`src/hdl/sgr_pkg.sv`:
```
`default_nettype none

package sgr_pkg;

    localparam int COORD_BITS = 16;
    localparam int WIDE_BITS  = COORD_BITS + 2;
    localparam int HALF_BITS  = 8;
    localparam int S_TDATA_W  = ((2 * COORD_BITS + 7) / 8) * 8;
    localparam int OUT_BITS   = 10;
    localparam int M_TDATA_W  = ((OUT_BITS + 7) / 8) * 8;
    localparam int APB_AW     = 3;

    localparam logic [HALF_BITS-1:0] HALF_RESET = HALF_BITS'(16);
    localparam logic [0:0]           REG_BOX_HALF_SIZE = 1'b0;

    typedef logic signed [COORD_BITS-1:0] t_coord;
    typedef logic signed [WIDE_BITS-1:0]  t_wide;
    typedef logic [HALF_BITS-1:0]         t_half;
    typedef logic [1:0]                   t_len;

    typedef enum logic [1:0] {
        OP_PRESS   = 2'd0,
        OP_MOVE    = 2'd1,
        OP_RELEASE = 2'd2,
        OP_UNUSED  = 2'd3
    } t_op;

    typedef enum logic [2:0] {
        DIR_NONE  = 3'd0,
        DIR_LEFT  = 3'd1,
        DIR_RIGHT = 3'd2,
        DIR_UP    = 3'd3,
        DIR_DOWN  = 3'd4
    } t_dir;

    typedef enum logic [3:0] {
        CMD_UNKNOWN = 4'd0,
        CMD_RL      = 4'd1,
        CMD_LR      = 4'd2,
        CMD_L       = 4'd3,
        CMD_R       = 4'd4,
        CMD_U       = 4'd5,
        CMD_UD      = 4'd6,
        CMD_DU      = 4'd7,
        CMD_DR      = 4'd8,
        CMD_DL      = 4'd9,
        CMD_D       = 4'd10
    } t_cmd;

    typedef struct packed {
        t_dir first_dir;
        t_dir second_dir;
        t_len length;
    } t_stroke;

endpackage

`default_nettype wire

```
`src/hdl/sgr_classify.sv`:
```
`default_nettype none

module sgr_classify (
    input  sgr_pkg::t_coord i_x,
    input  sgr_pkg::t_coord i_y,
    input  sgr_pkg::t_coord i_anchor_x,
    input  sgr_pkg::t_coord i_anchor_y,
    input  sgr_pkg::t_half  i_half,
    output sgr_pkg::t_dir   o_dir
);
    import sgr_pkg::*;

    t_wide w_x;
    t_wide w_y;
    t_wide w_ax;
    t_wide w_ay;
    t_wide w_h;

    assign w_x  = {{(WIDE_BITS - COORD_BITS){i_x[COORD_BITS-1]}}, i_x};
    assign w_y  = {{(WIDE_BITS - COORD_BITS){i_y[COORD_BITS-1]}}, i_y};
    assign w_ax = {{(WIDE_BITS - COORD_BITS){i_anchor_x[COORD_BITS-1]}}, i_anchor_x};
    assign w_ay = {{(WIDE_BITS - COORD_BITS){i_anchor_y[COORD_BITS-1]}}, i_anchor_y};
    assign w_h  = {{(WIDE_BITS - HALF_BITS){1'b0}}, i_half};

    always_comb begin
        if (w_x <= w_ax - w_h) begin
            o_dir = DIR_LEFT;
        end else if (w_x >= w_ax + w_h) begin
            o_dir = DIR_RIGHT;
        end else if (w_y <= w_ay - w_h) begin
            o_dir = DIR_UP;
        end else if (w_y >= w_ay + w_h) begin
            o_dir = DIR_DOWN;
        end else begin
            o_dir = DIR_NONE;
        end
    end

endmodule

`default_nettype wire

```
`src/hdl/sgr_match.sv`:
```
`default_nettype none

module sgr_match (
    input  sgr_pkg::t_stroke i_stroke,
    output sgr_pkg::t_cmd    o_cmd
);
    import sgr_pkg::*;

    always_comb begin
        o_cmd = CMD_UNKNOWN;
        case (i_stroke.length)
            2'd1: begin
                case (i_stroke.first_dir)
                    DIR_LEFT:  o_cmd = CMD_L;
                    DIR_RIGHT: o_cmd = CMD_R;
                    DIR_UP:    o_cmd = CMD_U;
                    DIR_DOWN:  o_cmd = CMD_D;
                    default:   o_cmd = CMD_UNKNOWN;
                endcase
            end
            2'd2: begin
                case (i_stroke.first_dir)
                    DIR_RIGHT: begin
                        if (i_stroke.second_dir == DIR_LEFT) o_cmd = CMD_RL;
                    end
                    DIR_LEFT: begin
                        if (i_stroke.second_dir == DIR_RIGHT) o_cmd = CMD_LR;
                    end
                    DIR_UP: begin
                        if (i_stroke.second_dir == DIR_DOWN) o_cmd = CMD_UD;
                    end
                    DIR_DOWN: begin
                        case (i_stroke.second_dir)
                            DIR_UP:    o_cmd = CMD_DU;
                            DIR_RIGHT: o_cmd = CMD_DR;
                            DIR_LEFT:  o_cmd = CMD_DL;
                            default:   o_cmd = CMD_UNKNOWN;
                        endcase
                    end
                    default: o_cmd = CMD_UNKNOWN;
                endcase
            end
            default: o_cmd = CMD_UNKNOWN;
        endcase
    end

endmodule

`default_nettype wire

```
`src/hdl/stroke_gesture_recognizer.sv`:
```
// An input transfer fills the input register, then its result fills the result register.
// Throughput: one event per cycle unless stalled; stroke state updates in the single stage.
// The result register frees its slot in the same cycle its transfer completes.
// Synchronous active-low reset clears the stroke, anchor and handshake state
// and sets the dead-zone half size to 16.
`default_nettype none

module stroke_gesture_recognizer (
    input  wire                              i_clk,
    input  wire                              i_rst_n,
    input  wire                              i_s_axis_tvalid,
    output logic                             o_s_axis_tready,
    // Fields from bit 0: x_pos, y_pos.
    input  wire  [sgr_pkg::S_TDATA_W-1:0]    i_s_axis_tdata,
    // Fields from bit 0: opcode.
    input  wire  [1:0]                       i_s_axis_tuser,
    output logic                             o_m_axis_tvalid,
    input  wire                              i_m_axis_tready,
    // Fields from bit 0: direction_added, stroke_length, command_valid, command, zero pad.
    output logic [sgr_pkg::M_TDATA_W-1:0]    o_m_axis_tdata,
    input  wire                              psel,
    input  wire                              penable,
    input  wire                              pwrite,
    input  wire  [sgr_pkg::APB_AW-1:0]       paddr,
    input  wire  [31:0]                      pwdata,
    output logic [31:0]                      prdata,
    output logic                             pready
);
    import sgr_pkg::*;

    t_half   r_half;

    logic    r_in_valid;
    t_op     r_in_op;
    t_coord  r_in_x;
    t_coord  r_in_y;

    logic    r_open;
    t_coord  r_anchor_x;
    t_coord  r_anchor_y;
    t_stroke r_stroke;
    t_dir    r_last_dir;

    logic    n_open;
    t_coord  n_anchor_x;
    t_coord  n_anchor_y;
    t_stroke n_stroke;
    t_dir    n_last_dir;

    logic    r_out_valid;
    t_dir    r_out_dir;
    t_len    r_out_len;
    logic    r_out_cmd_valid;
    t_cmd    r_out_cmd;

    t_dir    n_out_dir;
    t_len    n_out_len;
    logic    n_out_cmd_valid;
    t_cmd    n_out_cmd;

    logic    w_adv;
    t_dir    w_dir;
    t_cmd    w_cmd;

    assign pready = 1'b1;
    assign prdata = (paddr[2] == REG_BOX_HALF_SIZE) ? {{(32 - HALF_BITS){1'b0}}, r_half} : 32'd0;

    always_ff @(posedge i_clk) begin
        if (!i_rst_n) begin
            r_half <= HALF_RESET;
        end else if (psel && penable && pwrite && pready && (paddr[2] == REG_BOX_HALF_SIZE)) begin
            r_half <= pwdata[HALF_BITS-1:0];
        end
    end

    assign w_adv           = r_in_valid && (!r_out_valid || i_m_axis_tready);
    assign o_s_axis_tready = !r_in_valid || w_adv;

    always_ff @(posedge i_clk) begin
        if (!i_rst_n) begin
            r_in_valid <= 1'b0;
        end else if (o_s_axis_tready) begin
            r_in_valid <= i_s_axis_tvalid;
        end
    end

    always_ff @(posedge i_clk) begin
        if (i_s_axis_tvalid && o_s_axis_tready) begin
            r_in_op <= t_op'(i_s_axis_tuser);
            r_in_x  <= i_s_axis_tdata[COORD_BITS-1:0];
            r_in_y  <= i_s_axis_tdata[2*COORD_BITS-1:COORD_BITS];
        end
    end

    sgr_classify u_classify (
        .i_x        (r_in_x),
        .i_y        (r_in_y),
        .i_anchor_x (r_anchor_x),
        .i_anchor_y (r_anchor_y),
        .i_half     (r_half),
        .o_dir      (w_dir)
    );

    sgr_match u_match (
        .i_stroke (r_stroke),
        .o_cmd    (w_cmd)
    );

    always_comb begin
        n_open          = r_open;
        n_anchor_x      = r_anchor_x;
        n_anchor_y      = r_anchor_y;
        n_stroke        = r_stroke;
        n_last_dir      = r_last_dir;
        n_out_dir       = DIR_NONE;
        n_out_len       = r_stroke.length;
        n_out_cmd_valid = 1'b0;
        n_out_cmd       = CMD_UNKNOWN;
        case (r_in_op)
            OP_PRESS: begin
                n_open     = 1'b1;
                n_anchor_x = r_in_x;
                n_anchor_y = r_in_y;
                n_stroke   = '{first_dir: DIR_NONE, second_dir: DIR_NONE, length: 2'd0};
                n_last_dir = DIR_NONE;
                n_out_len  = 2'd0;
            end
            OP_MOVE: begin
                if (r_open && (w_dir != DIR_NONE)) begin
                    n_anchor_x = r_in_x;
                    n_anchor_y = r_in_y;
                    if (w_dir != r_last_dir) begin
                        if (r_stroke.length == 2'd0) begin
                            n_stroke.first_dir = w_dir;
                        end else if (r_stroke.length == 2'd1) begin
                            n_stroke.second_dir = w_dir;
                        end
                        if (r_stroke.length != 2'd3) begin
                            n_stroke.length = r_stroke.length + 2'd1;
                        end
                        n_last_dir = w_dir;
                        n_out_dir  = w_dir;
                    end
                end
                n_out_len = n_stroke.length;
            end
            OP_RELEASE: begin
                if (r_open && (r_stroke.length != 2'd0)) begin
                    n_out_cmd_valid = 1'b1;
                    n_out_cmd       = w_cmd;
                end
                n_open     = 1'b0;
                n_stroke   = '{first_dir: DIR_NONE, second_dir: DIR_NONE, length: 2'd0};
                n_last_dir = DIR_NONE;
            end
            default: begin
                n_out_len = r_stroke.length;
            end
        endcase
    end

    always_ff @(posedge i_clk) begin
        if (!i_rst_n) begin
            r_open     <= 1'b0;
            r_anchor_x <= '0;
            r_anchor_y <= '0;
            r_stroke   <= '{first_dir: DIR_NONE, second_dir: DIR_NONE, length: 2'd0};
            r_last_dir <= DIR_NONE;
        end else if (w_adv) begin
            r_open     <= n_open;
            r_anchor_x <= n_anchor_x;
            r_anchor_y <= n_anchor_y;
            r_stroke   <= n_stroke;
            r_last_dir <= n_last_dir;
        end
    end

    always_ff @(posedge i_clk) begin
        if (!i_rst_n) begin
            r_out_valid <= 1'b0;
        end else if (w_adv) begin
            r_out_valid <= 1'b1;
        end else if (i_m_axis_tready) begin
            r_out_valid <= 1'b0;
        end
    end

    always_ff @(posedge i_clk) begin
        if (w_adv) begin
            r_out_dir       <= n_out_dir;
            r_out_len       <= n_out_len;
            r_out_cmd_valid <= n_out_cmd_valid;
            r_out_cmd       <= n_out_cmd;
        end
    end

    assign o_m_axis_tvalid = r_out_valid;
    assign o_m_axis_tdata  = {{(M_TDATA_W - OUT_BITS){1'b0}},
                              r_out_cmd, r_out_cmd_valid, r_out_len, r_out_dir};

    // A closed stroke never holds directions.
    a_closed_empty: assert property (@(posedge i_clk) disable iff (!i_rst_n)
        !r_open |-> (r_stroke.length == 2'd0 && r_last_dir == DIR_NONE))
        else $error("closed stroke holds directions");

    // The last direction is set exactly when the stroke is non-empty.
    a_last_dir: assert property (@(posedge i_clk) disable iff (!i_rst_n)
        (r_stroke.length == 2'd0) == (r_last_dir == DIR_NONE))
        else $error("last direction disagrees with stroke length");

    // A command is reported only for a non-empty stroke, and is zero otherwise.
    a_cmd_len: assert property (@(posedge i_clk) disable iff (!i_rst_n)
        r_out_valid |-> ((r_out_cmd_valid && r_out_len != 2'd0)
                         || (!r_out_cmd_valid && r_out_cmd == CMD_UNKNOWN)))
        else $error("command result inconsistent with stroke length");

    // An appended direction always leaves a non-empty stroke and no command.
    a_dir_added: assert property (@(posedge i_clk) disable iff (!i_rst_n)
        (r_out_valid && r_out_dir != DIR_NONE) |-> (r_out_len != 2'd0 && !r_out_cmd_valid))
        else $error("direction appended with empty stroke");

    // Every advance leaves a result waiting in the next cycle.
    a_adv_result: assert property (@(posedge i_clk) disable iff (!i_rst_n)
        w_adv |=> r_out_valid)
        else $error("advanced item produced no result");

endmodule

`default_nettype wire

```
`config.mk`:
```
export PLATFORM = sky130hd
export DESIGN_NAME = stroke_gesture_recognizer
export DESIGN_NICKNAME = d
export VERILOG_FILES = /design/src/hdl/sgr_pkg.sv /design/src/hdl/sgr_classify.sv /design/src/hdl/sgr_match.sv /design/src/hdl/stroke_gesture_recognizer.sv
export SDC_FILE = /design/constraint.sdc
export NUM_CORES = 1
export LEC_CHECK = 0
export BUFFER_PORTS_ARGS = -buffer_cell sky130_fd_sc_hd__buf_2
export CAP_MARGIN = 20
export CORE_ASPECT_RATIO = 0.75
export CORE_UTILIZATION = 25
export DETAILED_ROUTE_END_ITERATION = 12
export PLACE_DENSITY_LB_ADDON = 0.05
export SLEW_MARGIN = 25
export SYNTH_ARGS = -nofsm -noshare
export SYNTH_HDL_FRONTEND = slang
export SYNTH_HIERARCHICAL = 1
export SYNTH_SLANG_ARGS = --single-unit
```
`constraint.sdc`:
```
create_clock -name i_clk -period 5.5 [get_ports i_clk]
set_input_delay 0.275 -clock i_clk [delete_from_list [all_inputs] [get_ports i_clk]]
set_output_delay 0.275 -clock i_clk [all_outputs]
set_load 0.01 [all_outputs]
```
==> flow_metrics.py <==
metrics = {
    "drt": {
        "ant_nets": 0,
        "vias_per_cell": 4.47,
        "drc": 0,
        "drt-pass1-iter-count": 4,
        "initialDrtViolationCount": 248,
        "wl_per_cell_um": 16.7,
        "via_count": 5889,
        "wl_mm": 22.0,
    },
    "power": {
        "p_total_mw": 1.96,
        "p_leak_nw": 3.72,
        "power_density_mw_per_mm2": 224,
        "vdd_drop_max_uv": 124,
    },
    "synthesis": {
        "synth-seq-cells": 98,
        "synth_top_flop_cell": "dfxtp_1",
        "ys.warnings.count": 6,
        "synthArstFlopShare_pct": 0,
        "synth.distinct_cells": 85,
        "postSynthCellCount": 839,
        "syn_area_per_cell_um2": 9.10,
        "ys_seq_area_share_pct": 31.5,
        "synth_edf_count": 44,
        "syn_area_mm2": 0.00763,
    },
    "sta": {
        "finalSetupViolCount": 0,
        "hold_viol": 0,
        "tightest_slew_ns": 0.928,
        "final.min_clock_period_ns": 5.16,
        "min_period_over_period_pct": 93.7,
        "slew_headroom_pct": 38.1,
        "max_freq_mhz": 194,
        "finClkSkew_ns": 0.00897,
        "final.setup.tns_ns": 0,
        "report.final.slew_viol_count": 0,
    },
    "global_route": {
        "grt.overflow.total": 0,
        "antenna_found_initial": 0,
        "first_global_vias": 5587,
        "grt_usage_pct": 14.7,
        "grt_first_pass_wirelength_mm": 34.5,
        "grt_max_degree": 65,
    },
    "critical_path": {
        "critPathLaunchType": "flip-flop",
        "worstPathArrival_ns": 5.42,
        "critPathCaptureType": "flip-flop",
        "path_class": "flip-flop to flip-flop",
        "critPathMaxFanout": 6,
        "required_ns": 5.77,
    },
    "place": {
        "hpwl_mm": 17.2,
        "portBuffers": 69,
        "place.gp.congestion": 0.785,
    },
    "cells_and_area": {
        "area_growth_pct": 14.2,
        "post_route_cells_drive_above_1_share_pct": 16.1,
        "nNetsFinal": 1095,
        "layout_common_cells": "102 x ha_1, 87 x nand2_1, 69 x buf_2, 54 x dfxtp_1, 50 x nand3_1",
        "num_antenna_cells": 0,
        "final.fill_count": 3235,
        "final_common_cell": "ha_1",
    },
    "clock_tree": {
        "htreeDepth": 3,
        "cts-buffers-inserted": 9,
        "cts.path.max_buffers": 2,
        "clkSlewWorstSetupHoldPaths_ns": 0.07,
        "clock-sinks": 98,
        "cts-root-buf": "clkbuf_16",
        "ctsHoldBuffers": 0,
        "worstSkewPairLatency_ns": 0.37,
        "cts_tree": "done",
    },
    "floorplan": {
        "start_util_pct": 25.4,
        "die_h_um": 153,
        "die_x_um": 204,
        "ios": 127,
        "fp-row-count": 55,
        "core_area_mm2": 0.0301,
        "dieArea_mm2": 0.0312,
    },
    "run_status": {
        "outcome": "finished, final reports clean",
    },
    "run": {
        "maxCapViolations": 0,
    },
    "min_path": {
        "hp-class": "primary input to flip-flop",
    },
}
-- metrics by stage --
step / hold WS, ns / util, % / cell area (um2) / setup slack (ns) / instances
final: 0.0698 / 29.0 / 8720 / 0.344 / 1317
after CTS: 0.0438 / 28.9 / 8700 / 0.161 / 1317
after floorplan: 0.374 / - / 7740 / 0.766 / 868
after global routing: 0.0531 / 29.0 / 8720 / -0.00709 / 1317
after global placement: 0.451 / 27.9 / 8400 / 0.201 / 1301
after detailed placement: 0.453 / 28.0 / 8410 / 0.203 / 1301
-- logic make-up after synthesis --
group / after synthesis / share of synthesized area [%]
compound gates: 185 / 17.1
simple gates: 291 / 19.8
xor+xnor: 59 / 6.77
fa+ha+maj: 106 / 17.8
buf+inv: 95 / 6.62
mux: 3 / 0.393
other cells: 2 / 0.0984
flops: 98 / 31.5
-- flip-flops by register name, summed over array words and instances, names as in the netlist, 2 cells and up --
| signal | cells |
|---|---|
| r_stroke | 8 |
| r_in_op | 2 |
| r_anchor_y | 16 |
| r_out_dir | 3 |
| r_out_cmd | 4 |
| r_last_dir | 3 |
| r_anchor_x | 16 |
| r_in_y | 16 |
| r_half | 8 |
| r_in_x | 16 |
| r_out_len | 2 |
-- worst max-delay path, cell delays in order (launching register included) --
cell and delay [ns]:
dfxtp_1 0.36, inv_1 0.06, ha_1 0.22, fa_1 0.40, nand2b_1 0.18, a21oi_2 0.19, o21ai_2 0.13, a2111oi_4 0.33
o21ai_2 0.12, nand2_1 0.10, xor2_1 0.15, ha_1 0.27, a21o_1 0.20, a211oi_2 0.20, o211ai_1 0.14, a31o_1 0.23
a41o_1 0.26, o21ai_2 0.09, nor2b_1 0.21, buf_4 0.20, xnor2_1 0.21, a31oi_2 0.20, and4_2 0.33, a32o_1 0.27
-- synthesized netlist by cell type, types with 22 or more instances --
cell | n | area (um2)
o21ai_1 | 38 | 190
xor2_1 | 37 | 324
nor2_1 | 41 | 154
nand3_1 | 50 | 250
buf_4 | 32 | 240
a21oi_1 | 40 | 200
xnor2_1 | 22 | 193
ha_1 | 102 | 1280
dfxtp_1 | 54 | 1080
nor2b_1 | 27 | 169
inv_1 | 38 | 143
edfxtp_1 | 44 | 1320
nand2_1 | 87 | 327
-- final cells by class --
class | count | area [um2] | share of cell area [%]
tap | 399 | 499 | 5.72
inverter | 38 | 143 | 1.64
sequential | 98 | 2400 | 27.5
timing repair buffer | 91 | 523 | 6.00
clock buffer | 13 | 272 | 3.11
multi-input combinational | 675 | 4860 | 55.7
clock inverter | 3 | 22.5 | 0.258
-- power by group --
group / switching, mW / total, mW / internal [mW] / leakage (nW)
Sequential: 0.0331 / 0.823 / 0.790 / 0.866
Clock: 0.315 / 0.664 / 0.349 / 0.145
Combinational: 0.274 / 0.469 / 0.195 / 2.71
Total: 0.622 / 1.96 / 1.33 / 3.72
-- routing by layer --
layer	share of wire (%)	up-vias	routed length [um]	global-route usage, %
met4	0.74	0	163	2.90
li1	-	3084	-	-
met5	0	-	0	0
met3	3.1	8	686	3.26
met2	39	86	8650	19.7
met1	57	2711	12500	23.1
-- worst paths after layout --
| path | from | end | slack (ns) | cells past startpoint |
|---|---|---|---|---|
| setup / recovery | r_anchor_y[0]$_SDFFE_PN0P_ | r_stroke[6]$_SDFFE_PN0P_ | 0.34 | 23 |
| hold / removal | i_s_axis_tdata[26] | r_in_y[10]$_DFFE_PP_ | 0.07 | 1 |
| setup reg to reg | r_anchor_y[0]$_SDFFE_PN0P_ | r_stroke[6]$_SDFFE_PN0P_ | 0.34 | 23 |
| hold reg to reg | r_anchor_x[3]$_SDFFE_PN0P_ | r_anchor_x[3]$_SDFFE_PN0P_ | 0.48 | 2 |
-- repair_timing --
item | 4_1_cts | 5_1_grt
setup endpoints to repair | 0 | 47
resized for setup | 0 | 4
setup buffers | 0 | 0
(Power assumes the default switching activity.)
